$ cat src/hdl/rsg_ram.sv
module rsg_ram #(
  parameter int WIDTH = 8,
  parameter int DEPTH = 16
) (
  input  logic                     clk,
  input  logic                     we,
  input  logic [$clog2(DEPTH)-1:0] waddr,
  input  logic [WIDTH-1:0]         wdata,
  input  logic [$clog2(DEPTH)-1:0] raddr,
  output logic [WIDTH-1:0]         rdata
);

  logic [WIDTH-1:0] mem [DEPTH];

  // write port and registered read port
  always_ff @(posedge clk) begin
    if (we) begin
      mem[waddr] <= wdata;
    end
    rdata <= mem[raddr];
  end

endmodule

$ cat config.mk
export PLATFORM = sky130hd
export DESIGN_NAME = rsg_ram
export DESIGN_NICKNAME = d
export VERILOG_FILES = /design/src/hdl/rsg_ram.sv
export SDC_FILE = /design/constraint.sdc
export NUM_CORES = 1
export LEC_CHECK = 0
export BUFFER_PORTS_ARGS = -buffer_cell sky130_fd_sc_hd__buf_4
export CELL_PAD_IN_SITES_DETAIL_PLACEMENT = 0
export CELL_PAD_IN_SITES_GLOBAL_PLACEMENT = 1
export CORE_MARGIN = 1
export CORE_UTILIZATION = 57
export DETAILED_ROUTE_END_ITERATION = 10
export PLACE_DENSITY = 0.91
export SETUP_SLACK_MARGIN = 0.02
export SYNTH_ARGS = -nofsm -noshare
export SYNTH_HDL_FRONTEND = slang
export SYNTH_SLANG_ARGS = --single-unit
$ cat constraint.sdc
create_clock -name clk -period 4.1 [get_ports clk]
set_input_delay 0.41 -clock clk [delete_from_list [all_inputs] [get_ports clk]]
set_output_delay 0.41 -clock clk [all_outputs]
set_load 0.05 [all_outputs]
== After elaboration in Yosys (flattened, before gate mapping) ==
Memories as Yosys holds them, arrays and structs flattened. A register that Yosys moved wholly into a read port is not among the register bits.
Cells that the tools add are included.
Widths: inputs -> output; s select.

* Memories kept: 1
* Output and inout bits: 8
* Logic and storage cells: 3
* RAM bits: 128
* Bits in registers: 0

* Muxes and demuxes: 2

{| class="wikitable"
|+ Memory list
! name !! depth !! bits a word !! rd ports !! clocked after memory_dff !! write ports !! line !! text
|-
| mem || 16 || 8 || 1 || 1 || 1 || 13 || <nowiki>logic [WIDTH-1:0] mem [DEPTH];</nowiki>
|}

{| class="wikitable"
|+ Operators by type and width
! kind !! count
|-
| $mux 1 || 2
|}

== Longest topological paths before layout ==
* Word-level depth: 2
* Mapped depth: 5

== Worst setup path before layout ==
OpenSTA, ideal clock, no wires.

* Kind: input -> register
* Start point: input waddr[2]
* End point: memory mem[0][0], enable pin
* Path buffers: 0
* Data required time: 3,717 ps
* Slack: 2,197 ps
* Stages: 2
* Data arrival time: 1,520 ps
* Cell sequence: or3b_2 nor3_1

{| class="wikitable"
|+ RTL lines
! what !! line !! text
|-
| from (decl) || 7 || <nowiki>input logic [$clog2(DEPTH)-1:0] waddr,</nowiki>
|-
| to (decl) || 13 ||
|}

Straight into the memory's write port.

== Worst setup path after layout ==
* Start point: input waddr[2]
* End point: memory mem[0][6], enable pin

Straight into the memory's write port.

==> results.toml <==
[run_status]
status = "finished clean"

[floorplan]
die_w_microns = 97.0
die_height_microns = 97.0
design.portCount = 26
die-area_sq_um = 9410
start_util_pct = 59.0
core_sq_um = 8720
fp-row-count = 34

[route]
wl_per_cell_microns = 25.2
initialDrtViolationCount = 233
drt-vias-per-instance = 6.26
drc = 0
vias = 2424
dr.pass1.iters = 5
wl_microns = 9740
postRouteAntennaNets = 0

[placement]
hpwl_microns = 5500
place_congestion = 0.724
dp_cells = 355
post-place-ws_ns = 1.77
io_buffer_count = 25

[run]
drv_cap = 0

[clocking]
cts_setup_buffers = 0
cts_tree = "yes"
cts_num_sinks = 136
cts_made_buffers = 17
clkTransAtPathRegs_ns = 0.06
cts_max_level = 4
insertion_delay_ns = 0.52
ctsHoldBuffers = 0
cts_resized = 0
cts_buffer_depth = 2
cts-root-buf = "clkbuf_8"

[yosys]
synth_seq_area_share_pct = 77.8
syn_nets = 247
synthCells = 229
yosysWarnings = 0
ys_types = 19
synth_seq_cells = 136
postSynthAreaPerCell_sq_um = 22.5
synth_area_sq_um = 5150

[sta]
worst_slack_ns = 2.12
period_share_pct = 48.2
setup_tns_ns = 0
rsz0062_at_grt = "false"
max_freq_ghz = 0.506
relSlewSlack_pct = 7.73
drv_slew = 0
finalSetupViolations = 0
tightest_slew_ns = 1.37
hold_viol_final = 0
finClkSkew_ns = 0.00583
min_period_ns = 1.98

[critical_path]
cp-startpoint = "waddr[2]"
crit_fanout = 8
critPathKind = "primary input to register"
arrival_ns = 2.10
start_kind = "primary input"
cp-end-kind = "register"
r2r-start = "mem[1][5]"
crit_required_ns = 4.22

[final_layout]
nets = 284
fin_cells = 387
syn2layout_area_growth_pct = 17.0
final_util_pct = 69.1
drive_gt1_share_pct = 27.6
antennaDiodeCount = 0
fillCellCount = 497

[worst_hold_path]
min_path_type = "primary input to register"
hold_path.startpoint = "wdata[5]"

[grt]
grt_start_max_net_pins = 33
antenna_found_initial = 0
grt_pass1_vias = 2431
grt_usage_pct = 22.4
grt_pass1_wl_microns = 14500
gr-total-overflow = 0

[pwr]
power_mw = 3.29
power_density_nw_per_um2 = 547
leakage_nw = 2.02
ir_drop_uv = 309
==> metal layers <==
metal / part of all wire, % / global-route usage (%) / vias to the layer above
met2: 51 / 33.9 / 109
met4: 1.6 / 9.64 / 0
li1: - / - / 1042
met1: 40 / 31.3 / 1257
met3: 7.3 / 6.00 / 16
met5: 0 / 0 / -
==> critical path, stage by stage <==
cell,delay (ns)
buf_4,0.12
or3b_2,0.51
nor3_1,1.06
==> kinds of logic (layout without fill, tap and decap cells) <==
kind of cell	after synthesis	count (layout)	share of synthesized area, %
AOI/OAI and AO/OA	16	16	2.33
buffers and inverters	10	60	1.68
DFF	136	136	77.8
muxes	32	32	15.0
and+or+nand+nor	35	35	3.18
==> cells in the final DEF (no fill, tap or decap) <==
master and instances:
nor2_1 13, buf_4 28, nor2b_1 1, mux4_2 18, clkinv_1 2, mux4_1 14, inv_6 1, bufinv_16 4
nand2_1 9, edfxtp_1 128, and2_1 1, clkbuf_16 16, clkinvlp_4 4, a22oi_1 16, or3b_2 1, clkinv_4 4
dfxtp_1 8, nor3_1 4, and2b_1 1, nand3_1 1, nand3b_1 2, clkbuf_8 1, nand2b_1 2
==> cell usage after synthesis (all sizes together) <==
cell type	number	area share, %
a22oi	16	2.3
and2	1	0.12
and2b	1	0.15
buf	7	1.1
clkdlybuf4s25	3	0.58
dfxtp	8	3.1
edfxtp	128	75
mux4	32	15
nand2	9	0.66
nand2b	2	0.24
nand3	1	0.097
nand3b	2	0.29
nor2	13	0.95
nor2b	1	0.12
nor3	4	0.39
or3b	1	0.17
==> metrics by stage <==
| step | instance area (sq um) | hold WS, ns |
|---|---|---|
| after floorplan | 5150 | 0.509 |
| after global placement | 5410 | 0.644 |
| after detailed placement | 5410 | 0.654 |
| after CTS | 6020 | 0.187 |
| after global routing | 6020 | 0.198 |
| final | 6020 | 0.208 |
==> area by class of cell <==
type	instances	area [sq um]	share of cell area, %
well taps	108	135	2.24
flip-flops and latches	136	4000	66.5
clock inverters	15	201	3.35
clock buffers	17	414	6.88
repair buffers	28	210	3.49
multi-input cells	83	1060	17.6
==> path summary, 6_finish.rpt <==
kind	endpoint	slack, ns	depth (start not counted)
max	mem[0][6]	2.12	3
min	mem[7][5]	0.21	1
max reg2reg	rdata[5]	2.69	3
min reg2reg	rdata[3]	0.67	3
==> state kept, by name (all words and copies together), names as in the netlist <==
name / cells
rdata: 8
mem: 128
==> power by group <==
part           internal [mW]  switching, mW
Sequential              1.55         0.0101
Combinational         0.0659          0.110
Clock                  0.987          0.567
Note: power is estimated with default switching activity, not from simulation.
